`config.mk`:
```
export PLATFORM = sky130hd
export DESIGN_NAME = circular_queue_with_search_unit
export DESIGN_NICKNAME = d
export VERILOG_FILES = /design/src/rtl/cqs_pkg.sv /design/src/rtl/cqs_slot_ram.sv /design/src/rtl/circular_queue_with_search_unit.sv
export SDC_FILE = /design/constraint.sdc
export NUM_CORES = 2
export LEC_CHECK = 0
export ABC_CLOCK_PERIOD_IN_PS = 7450
export BUFFER_PORTS_ARGS = -buffer_cell sky130_fd_sc_hd__buf_4
export CORE_MARGIN = 2
export CORE_UTILIZATION = 60
export CTS_BUF_LIST = sky130_fd_sc_hd__clkbuf_4 sky130_fd_sc_hd__clkbuf_8
export DETAILED_ROUTE_END_ITERATION = 10
export GPL_TIMING_DRIVEN = 0
export PLACE_DENSITY = 0.8
export SYNTH_ARGS = -nofsm -noshare
export SYNTH_HDL_FRONTEND = slang
export SYNTH_HIERARCHICAL = 1
export SYNTH_SLANG_ARGS = --single-unit
```
`constraint.sdc`:
```
create_clock -name clk -period 7.45 [get_ports clk]
set_clock_uncertainty 0.2 [all_clocks]
set_input_delay 1.49 -clock clk [delete_from_list [all_inputs] [get_ports clk]]
set_output_delay 1.49 -clock clk [all_outputs]
set_load 0.02 [all_outputs]
```
`src/rtl/cqs_pkg.sv`:
```
// Shared constants, codes and index helpers for the circular queue with search.
package cqs_pkg;

	localparam int DEPTH  = 128;
	localparam int IDX_W  = $clog2(DEPTH);
	localparam int CNT_W  = $clog2(DEPTH + 1);
	localparam int DATA_W = 32;
	localparam int CAP_W  = 8;
	localparam int MODE_W = 2;
	localparam int STAT_W = 2;

	// Capacity register reset value, also used when the register holds zero.
	localparam int DEFAULT_CAP = 100;
	localparam int EFF_DEFAULT_CAP = (DEFAULT_CAP > DEPTH) ? DEPTH : DEFAULT_CAP;

	// Stream payload widths, padded to whole bytes.
	localparam int IN_BITS  = MODE_W + DATA_W;
	localparam int IN_W     = ((IN_BITS + 7) / 8) * 8;
	localparam int OUT_BITS = STAT_W + 1 + DATA_W + DATA_W + 1 + 1 + CAP_W;
	localparam int OUT_W    = ((OUT_BITS + 7) / 8) * 8;

	// Bit positions of the result fields inside the output tdata.
	localparam int O_STATUS = 0;
	localparam int O_FOUND  = O_STATUS + STAT_W;
	localparam int O_HEAD   = O_FOUND + 1;
	localparam int O_TAIL   = O_HEAD + DATA_W;
	localparam int O_EMPTY  = O_TAIL + DATA_W;
	localparam int O_FULL   = O_EMPTY + 1;
	localparam int O_COUNT  = O_FULL + 1;

	localparam logic [MODE_W-1:0] MODE_ENQ    = 2'd0;
	localparam logic [MODE_W-1:0] MODE_DEQ    = 2'd1;
	localparam logic [MODE_W-1:0] MODE_SEARCH = 2'd2;

	typedef enum logic [STAT_W-1:0] {
		STAT_DONE  = 2'd0,
		STAT_FULL  = 2'd1,
		STAT_EMPTY = 2'd2
	} status_t;

	// Capacity actually in use: zero selects the default, large values saturate.
	function automatic logic [CNT_W-1:0] eff_cap(input logic [CAP_W-1:0] c);
		logic [CNT_W-1:0] r;
		if (c == '0) begin
			r = CNT_W'(EFF_DEFAULT_CAP);
		end else if (int'(c) > DEPTH) begin
			r = CNT_W'(DEPTH);
		end else begin
			r = CNT_W'(c);
		end
		return r;
	endfunction

	// Advance a slot index, wrapping at the capacity in use.
	function automatic logic [IDX_W-1:0] next_idx(input logic [IDX_W-1:0] i,
	                                              input logic [CNT_W-1:0] cap);
		logic [CNT_W-1:0] inc;
		inc = CNT_W'(i) + CNT_W'(1);
		return (inc >= cap) ? '0 : IDX_W'(inc);
	endfunction

endpackage

```
`src/rtl/cqs_slot_ram.sv`:
```
// Slot storage: one write port and one registered read port.
module cqs_slot_ram #(
	parameter int DEPTH  = 128,
	parameter int DATA_W = 32,
	parameter int ADDR_W = $clog2(DEPTH)
) (
	input  logic              clk,
	input  logic              wr_en,
	input  logic [ADDR_W-1:0] wr_addr,
	input  logic [DATA_W-1:0] wr_data,
	input  logic              rd_en,
	input  logic [ADDR_W-1:0] rd_addr,
	output logic [DATA_W-1:0] rd_data
);

	logic [DATA_W-1:0] mem [DEPTH];

	always_ff @(posedge clk) begin
		if (wr_en) begin
			mem[wr_addr] <= wr_data;
		end
		if (rd_en) begin
			rd_data <= mem[rd_addr];
		end
	end

endmodule

```
`src/rtl/circular_queue_with_search_unit.sv`:
```
// Top level of the circular queue with search: control, index state and result register.
//
//  Channel  Direction  Signals                      Moves
//  s_*      in         s_tvalid s_tready s_tdata    one operation per transfer
//  m_*      out        m_tvalid m_tready m_tdata    one result per operation
//  cfg_*    in         cfg_valid cfg_ready cfg_data capacity register write
//
// Enqueue, rejected operations, a search of an empty queue and the unused mode go through
// S_DONE to the result register; a dequeue first passes S_DEQ_RD to read the new head
// value back from the slot RAM. A search walks the held entries through the single RAM
// read port, one per cycle, until the first match or the last entry. A new operation is
// taken while a finished result still waits on m_*; the unit stalls only when a second
// result is ready before the first has been taken. Reset needs no clearing pass: slots
// are only read after they are written. A dequeue that empties the queue may read one
// unwritten, but m_* never shows it. A capacity write empties the queue and is taken only
// in the idle state, while no operation transfer is offered and no result waits on m_*.
module circular_queue_with_search_unit (
	input  logic                         clk,
	input  logic                         arst_n,
	input  logic                         s_tvalid,
	output logic                         s_tready,
	// mode [1:0], data_value [33:2], zero padding above
	input  logic [cqs_pkg::IN_W-1:0]     s_tdata,
	output logic                         m_tvalid,
	input  logic                         m_tready,
	// status [1:0], found [2], head_value [34:3], tail_value [66:35],
	// is_empty [67], is_full [68], entry_count [76:69], zero padding above
	output logic [cqs_pkg::OUT_W-1:0]    m_tdata,
	input  logic                         cfg_valid,
	output logic                         cfg_ready,
	input  logic [cqs_pkg::CAP_W-1:0]    cfg_data
);

	typedef enum logic [3:0] {
		S_IDLE   = 4'b0001,
		S_DEQ_RD = 4'b0010,
		S_SEARCH = 4'b0100,
		S_DONE   = 4'b1000
	} state_t;

	state_t                          state_q;
	logic [cqs_pkg::CNT_W-1:0]       cap_q;
	logic [cqs_pkg::IDX_W-1:0]       head_q;
	logic [cqs_pkg::IDX_W-1:0]       tail_q;
	logic [cqs_pkg::CNT_W-1:0]       count_q;

	// Cached copies of the head and tail slots, valid while the queue holds entries.
	logic [cqs_pkg::DATA_W-1:0]      head_val_q;
	logic [cqs_pkg::DATA_W-1:0]      tail_val_q;

	cqs_pkg::status_t                status_q;
	logic                            found_q;
	logic [cqs_pkg::DATA_W-1:0]      key_q;
	logic [cqs_pkg::IDX_W-1:0]       srch_ptr_q;
	logic [cqs_pkg::CNT_W-1:0]       srch_left_q;
	logic                            rd_pend_s1;

	logic                            m_tvalid_q;
	logic [cqs_pkg::OUT_W-1:0]       m_tdata_q;

	logic [cqs_pkg::MODE_W-1:0]      in_mode;
	logic [cqs_pkg::DATA_W-1:0]      in_value;
	logic                            in_xfer;
	logic                            cfg_xfer;
	logic [cqs_pkg::IDX_W-1:0]       tail_next;
	logic [cqs_pkg::IDX_W-1:0]       head_next;
	logic [cqs_pkg::CNT_W-1:0]       cfg_cap;
	logic                            out_free;
	logic                            q_empty;
	logic [cqs_pkg::DATA_W-1:0]      head_out;
	logic [cqs_pkg::DATA_W-1:0]      tail_out;

	logic                            ram_wr_en;
	logic                            ram_rd_en;
	logic [cqs_pkg::IDX_W-1:0]       ram_rd_addr;
	logic [cqs_pkg::DATA_W-1:0]      ram_rd_data;

	assign in_mode   = s_tdata[cqs_pkg::MODE_W-1:0];
	assign in_value  = s_tdata[cqs_pkg::MODE_W +: cqs_pkg::DATA_W];
	assign s_tready  = (state_q == S_IDLE);
	// An offered operation takes precedence, and a write waits until the last result
	// has been taken, so the capacity never changes under a transfer in flight.
	assign cfg_ready = (state_q == S_IDLE) && !s_tvalid && !m_tvalid_q;
	assign in_xfer   = s_tvalid && s_tready;
	assign cfg_xfer  = cfg_valid && cfg_ready;
	assign tail_next = cqs_pkg::next_idx(tail_q, cap_q);
	assign head_next = cqs_pkg::next_idx(head_q, cap_q);
	assign cfg_cap   = cqs_pkg::eff_cap(cfg_data);
	assign out_free  = !m_tvalid_q || m_tready;
	assign q_empty   = (count_q == '0);
	assign head_out  = q_empty ? '0 : head_val_q;
	assign tail_out  = q_empty ? '0 : tail_val_q;

	// Slot RAM control. Enqueue writes at the advanced tail; dequeue reads the new head;
	// search streams reads from head onward.
	assign ram_wr_en = in_xfer && (in_mode == cqs_pkg::MODE_ENQ) && (count_q < cap_q);

	always_comb begin
		ram_rd_en   = 1'b0;
		ram_rd_addr = srch_ptr_q;
		if (in_xfer && (in_mode == cqs_pkg::MODE_DEQ) && !q_empty) begin
			ram_rd_en   = 1'b1;
			ram_rd_addr = head_next;
		end else if ((state_q == S_SEARCH) && (srch_left_q != '0) && !found_q) begin
			ram_rd_en   = 1'b1;
			ram_rd_addr = srch_ptr_q;
		end
	end

	cqs_slot_ram #(
		.DEPTH  (cqs_pkg::DEPTH),
		.DATA_W (cqs_pkg::DATA_W)
	) u_slot_ram (
		.clk     (clk),
		.wr_en   (ram_wr_en),
		.wr_addr (tail_next),
		.wr_data (in_value),
		.rd_en   (ram_rd_en),
		.rd_addr (ram_rd_addr),
		.rd_data (ram_rd_data)
	);

	always_ff @(posedge clk or negedge arst_n) begin
		if (!arst_n) begin
			state_q     <= S_IDLE;
			cap_q       <= cqs_pkg::CNT_W'(cqs_pkg::EFF_DEFAULT_CAP);
			head_q      <= '0;
			tail_q      <= cqs_pkg::IDX_W'(cqs_pkg::EFF_DEFAULT_CAP - 1);
			count_q     <= '0;
			status_q    <= cqs_pkg::STAT_DONE;
			found_q     <= 1'b0;
			srch_left_q <= '0;
			rd_pend_s1  <= 1'b0;
			m_tvalid_q  <= 1'b0;
		end else begin
			// A new result replaces a taken one in the same cycle.
			if ((state_q == S_DONE) && out_free) begin
				m_tvalid_q <= 1'b1;
			end else if (m_tready) begin
				m_tvalid_q <= 1'b0;
			end

			case (state_q)
				S_IDLE: begin
					if (in_xfer) begin
						found_q <= 1'b0;
						case (in_mode)
							cqs_pkg::MODE_ENQ: begin
								state_q <= S_DONE;
								if (count_q >= cap_q) begin
									status_q <= cqs_pkg::STAT_FULL;
								end else begin
									status_q   <= cqs_pkg::STAT_DONE;
									tail_q     <= tail_next;
									count_q    <= count_q + 1'b1;
									tail_val_q <= in_value;
									if (q_empty) begin
										head_val_q <= in_value;
									end
								end
							end
							cqs_pkg::MODE_DEQ: begin
								if (q_empty) begin
									status_q <= cqs_pkg::STAT_EMPTY;
									state_q  <= S_DONE;
								end else begin
									status_q <= cqs_pkg::STAT_DONE;
									head_q   <= head_next;
									count_q  <= count_q - 1'b1;
									state_q  <= S_DEQ_RD;
								end
							end
							cqs_pkg::MODE_SEARCH: begin
								status_q <= cqs_pkg::STAT_DONE;
								key_q    <= in_value;
								if (!q_empty) begin
									srch_ptr_q  <= head_q;
									srch_left_q <= count_q;
									rd_pend_s1  <= 1'b0;
									state_q     <= S_SEARCH;
								end else begin
									state_q <= S_DONE;
								end
							end
							default: begin
								status_q <= cqs_pkg::STAT_DONE;
								state_q  <= S_DONE;
							end
						endcase
					end else if (cfg_xfer) begin
						cap_q   <= cfg_cap;
						head_q  <= '0;
						tail_q  <= cqs_pkg::IDX_W'(cfg_cap - 1'b1);
						count_q <= '0;
					end
				end

				S_DEQ_RD: begin
					// Read data of the new head slot arrives now.
					head_val_q <= ram_rd_data;
					state_q    <= S_DONE;
				end

				S_SEARCH: begin
					if (ram_rd_en) begin
						srch_ptr_q  <= cqs_pkg::next_idx(srch_ptr_q, cap_q);
						srch_left_q <= srch_left_q - 1'b1;
					end
					if (rd_pend_s1 && (ram_rd_data == key_q)) begin
						found_q    <= 1'b1;
						rd_pend_s1 <= 1'b0;
						state_q    <= S_DONE;
					end else begin
						rd_pend_s1 <= ram_rd_en;
						if ((srch_left_q == '0) && !rd_pend_s1) begin
							state_q <= S_DONE;
						end
					end
				end

				S_DONE: begin
					if (out_free) begin
						state_q <= S_IDLE;
					end
				end

				default: begin
					state_q <= S_IDLE;
				end
			endcase
		end
	end

	// Result payload; the head and tail fields read as zero on an empty queue.
	always_ff @(posedge clk) begin
		if ((state_q == S_DONE) && out_free) begin
			m_tdata_q <= {{(cqs_pkg::OUT_W - cqs_pkg::OUT_BITS){1'b0}},
			              cqs_pkg::CAP_W'(count_q), (count_q == cap_q), q_empty,
			              tail_out, head_out, found_q, status_q};
		end
	end

	assign m_tvalid = m_tvalid_q;
	assign m_tdata  = m_tdata_q;

endmodule

```
==> impl_results.md <==
- Prevailing post-synth register cell: edfxtp_1
- CP Class: reg -> reg
- Crit path buffers/inverters: 5
- # fillers: between 15,000 and 20,000
- CTS tree: yes
- Cell variety after synth: 70
- Worst Hold Class: in -> async
- Drc violations: 0
- DRT iter0 DRCs: approximately 15,000
- Least-Margin Pin Slew: between 1500 and 2000 ps
- # setup viols final: 0
- Worst path most repeated cell: mux4_2
- Fin crit period: approximately 7400 ps
- Final nets: slightly below 8,000
- Antenna Nets Post-Route: 0
- CP Max Fanout: 10
- Status: finished with violations
- Ports: between 100 and 150
- Post-DP Area: between 150,000 and 200,000 um2
- Critical R2R Launch: head_q[0]$_DFFE_PN0P_
- RD Place Congestion: 0.951
- Vias: between 80,000 and 90,000
- Slowest cell on crit path: clkbuf_1
- Slew margin rel.: -0.0696
- First-pass detailed-route iteration total: 9
- Final Cell Area: around 190,000 um2
- Initial Util: 0.604
- Worst Setup End Kind: flop
- Dominant cells by area after synthesis: edfxtp_1 (77%), mux4_2 (18%), dfrtp_1 (0.58%), clkbuf_1 (0.45%), mux2_2 (0.44%)
- Height of the die: between 500 and 600 um
- EDFF count, synth: roughly 4,300
- Critical Path Start Type: flop
- DP HPWL: roughly 290 mm
- Clock latency at the later pin of the worst-skew pair: 1090 ps
- Tcrit/Tclk final: 0.999
- Die X: approximately 530 um
- Largest net degree at the start of global routing: between 100 and 150
- Global-route wire length before repair: roughly 640 mm
- Wire per inst: approximately 38 um
- Core Region: around 280,000 um2
- Power, Total: roughly 0.056 W
- Hold_ws: 244 ps
- FP Rows: ~190
- Final hold vios: 0
- Number of synthesized register bits: 4,355
- CP Cell Sequence: ha_1 -> nand3_1 -> xor2_1 -> inv_1 -> ha_1 -> and4_1 -> a211o_1 -> a21o_1 -> buf_6 -> o21ai_1 -> clkbuf_1 -> clkbuf_2 -> clkbuf_1 -> mux4_2 -> mux4_2 -> mux4_2 -> mux2_2
- Synthesized cell area: about 170,000 um2
- Failing checks: max-capacitance violations, max-slew violations
- Setup WS post-layout: between 10 and 15 ps
- Mapped Cells: slightly below 7,000
- Synth Warn #: 6
- Yosys top cell by area: edfxtp_1
- Avg Cell Area, Syn: roughly 25 um2
- Fraction of layout instances using a drive strength above 1: 0.363
- FFs w/ async S/R, synth: 0.0108
- Vias in the first global route: between 80,000 and 90,000
- Critical Path AT: slightly above 8000 ps
- Worst vdd ir: ~0.26 mV
- Port buffer count: approximately 130
- Initial antenna violation count: 57
- GRT overflow: 0
- Reg2reg setup slack: around 10 ps
- TNS Setup: 0 ps
- Register area share after synthesis: 0.781
- Leak: about 60 nW
- Vias/cell: about 7.1
- Slew Limit Fails: 22
- Synthesis-to-finish area growth: 13.9%
- Crit path max-delay family: buffers and inverters
- Worst R2R End: u_slot_ram/rd_data[6]$_DFFE_PP_
- Commonest non-fill, non-tap cell in the layout: edfxtp_1
- Sink Count: between 4,000 and 5,000
- Cell Pwr Density: ~290 nW/um2
- Top cell type's share of synthesized area: 0.773
- Clock Tree Buf Depth: 4
- Tot GR Track Use: 0.324
- Most frequent cells in the layout: edfxtp_1 (4,308), mux4_2 (1,344), clkbuf_8 (668)
- Die area: between 200,000 and 300,000 um2
- Max stage delay on crit path: 870 ps
- Inserted Clock Buffers: around 650
- Number of H-tree levels: 6
- Place WS: -1380 ps
- Max cap viols: 2
- Max Freq: approximately 0.13 GHz
- Routed wire length: 463 mm
- Critical Path RT: about 8100 ps
- Root Buffer: clkbuf_8
- Clock-pin transition on the worst setup and hold timing paths: about 70 ps
- Post-CTS setup buffer count: 0
- Worst R2R Path Depth: 17
==> metal layers <==
metal,vias up,part of all wire,GRT usage
met5,-,0.00068,0.00371
met1,44206,0.32,0.421
met2,7755,0.47,0.498
met3,1383,0.15,0.103
li1,31540,-,-
met4,26,0.058,0.163
==> power by group <==
group | internal (W) | switching, W | leakage, nW | total (W)
combinational | 0.00345 | 0.00606 | 13.3 | 0.00951
sequential | 0.0275 | 0.000288 | 39.3 | 0.0278
clock | 0.00972 | 0.00909 | 6.50 | 0.0188
==> registers in the layout, indices dropped and copies added (netlist names) <==
signal / flops
u_slot_ram/rd_data: 32
count_q: 8
rd_pend_s1: 1
cap_q: 8
srch_ptr_q: 7
u_slot_ram/mem: 4096
tail_val_q: 32
head_q: 7
srch_left_q: 8
found_q: 1
key_q: 32
head_val_q: 32
m_tdata: 77
tail_q: 7
m_tvalid: 1
status_q: 2
state_q: 4
==> worst max path at each step <==
stage,startpoint,endpoint,slack (ps),cells after the start
floorplan,s_tdata[1],u_slot_ram/rd_data[10]$_DFFE_PP_,1420,15
global placement,tail_q[0]$_DFFE_PN1P_,u_slot_ram/mem[86][18]$_DFFE_PP_,-2370,12
detailed placement,s_tdata[1],u_slot_ram/rd_data[22]$_DFFE_PP_,-1380,16
CTS,head_q[0]$_DFFE_PN0P_,u_slot_ram/rd_data[6]$_DFFE_PP_,40,19
global route,head_q[0]$_DFFE_PN0P_,u_slot_ram/rd_data[11]$_DFFE_PP_,-40,17
finish,head_q[0]$_DFFE_PN0P_,u_slot_ram/rd_data[6]$_DFFE_PP_,10,17
==> Yosys cell counts (19+ instances only) <==
cell type	number
edfxtp_1	4308
mux4_2	1344
clkbuf_1	201
nor2_1	159
buf_2	81
and2_1	67
mux2_2	65
nand2_1	60
buf_1	50
ha_1	47
inv_1	43
xnor2_1	42
dfrtp_1	39
nand3_1	33
o21ai_0	32
nor3_1	24
a21oi_1	22
nor2b_1	19
==> cells by family after synthesis <==
logic type / share of synthesized area
simple gates: 0.0126
flops: 0.781
compound gates: 0.00547
fa+ha+maj: 0.00364
mux: 0.185
buf+inv: 0.00968
xor+xnor: 0.00267
other cells: 0.0000224
==> layout make-up <==
type                       count  area [um2]  share of cell area
antenna                       36        90.1            0.000473
sequential                  4355      131000               0.685
inverter                      44         170            0.000893
clock inverter               295        1710             0.00897
clock buffer                 859       10600              0.0558
buffer                       343        1550             0.00815
tap                         3705        4640              0.0243
timing repair buffer         311        5060              0.0266
multi-input combinational   2074       36100               0.189
==> worst reg2reg max path: stages, from the launching register on <==
cell and delay [ps]:
dfrtp_1 580, ha_1 290, nand3_1 110, xor2_1 340, inv_1 80, ha_1 310, and4_1 210, a211o_1 330
a21o_1 250, buf_6 170, o21ai_1 140, clkbuf_1 430, clkbuf_2 870, clkbuf_1 880, mux4_2 470, mux4_2 610
mux4_2 630, mux2_2 310
==> through the flow <==
stage | instances | utilization
floorplan | 6816 | -
global placement | 10647 | 0.624
detailed placement | 10812 | 0.640
CTS | 11966 | 0.685
global route | 11997 | 0.687
finish | 12022 | 0.688
==> timing repair <==
| item | CTS | global route |
|---|---|---|
| cloned | 0 | 0 |
| hold buffers | 0 | 0 |
| pin swaps | 0 | 0 |
| setup endpoints to repair | 32 | 32 |
| gates resized for setup | 21 | 45 |
(Power assumes the default switching activity.)
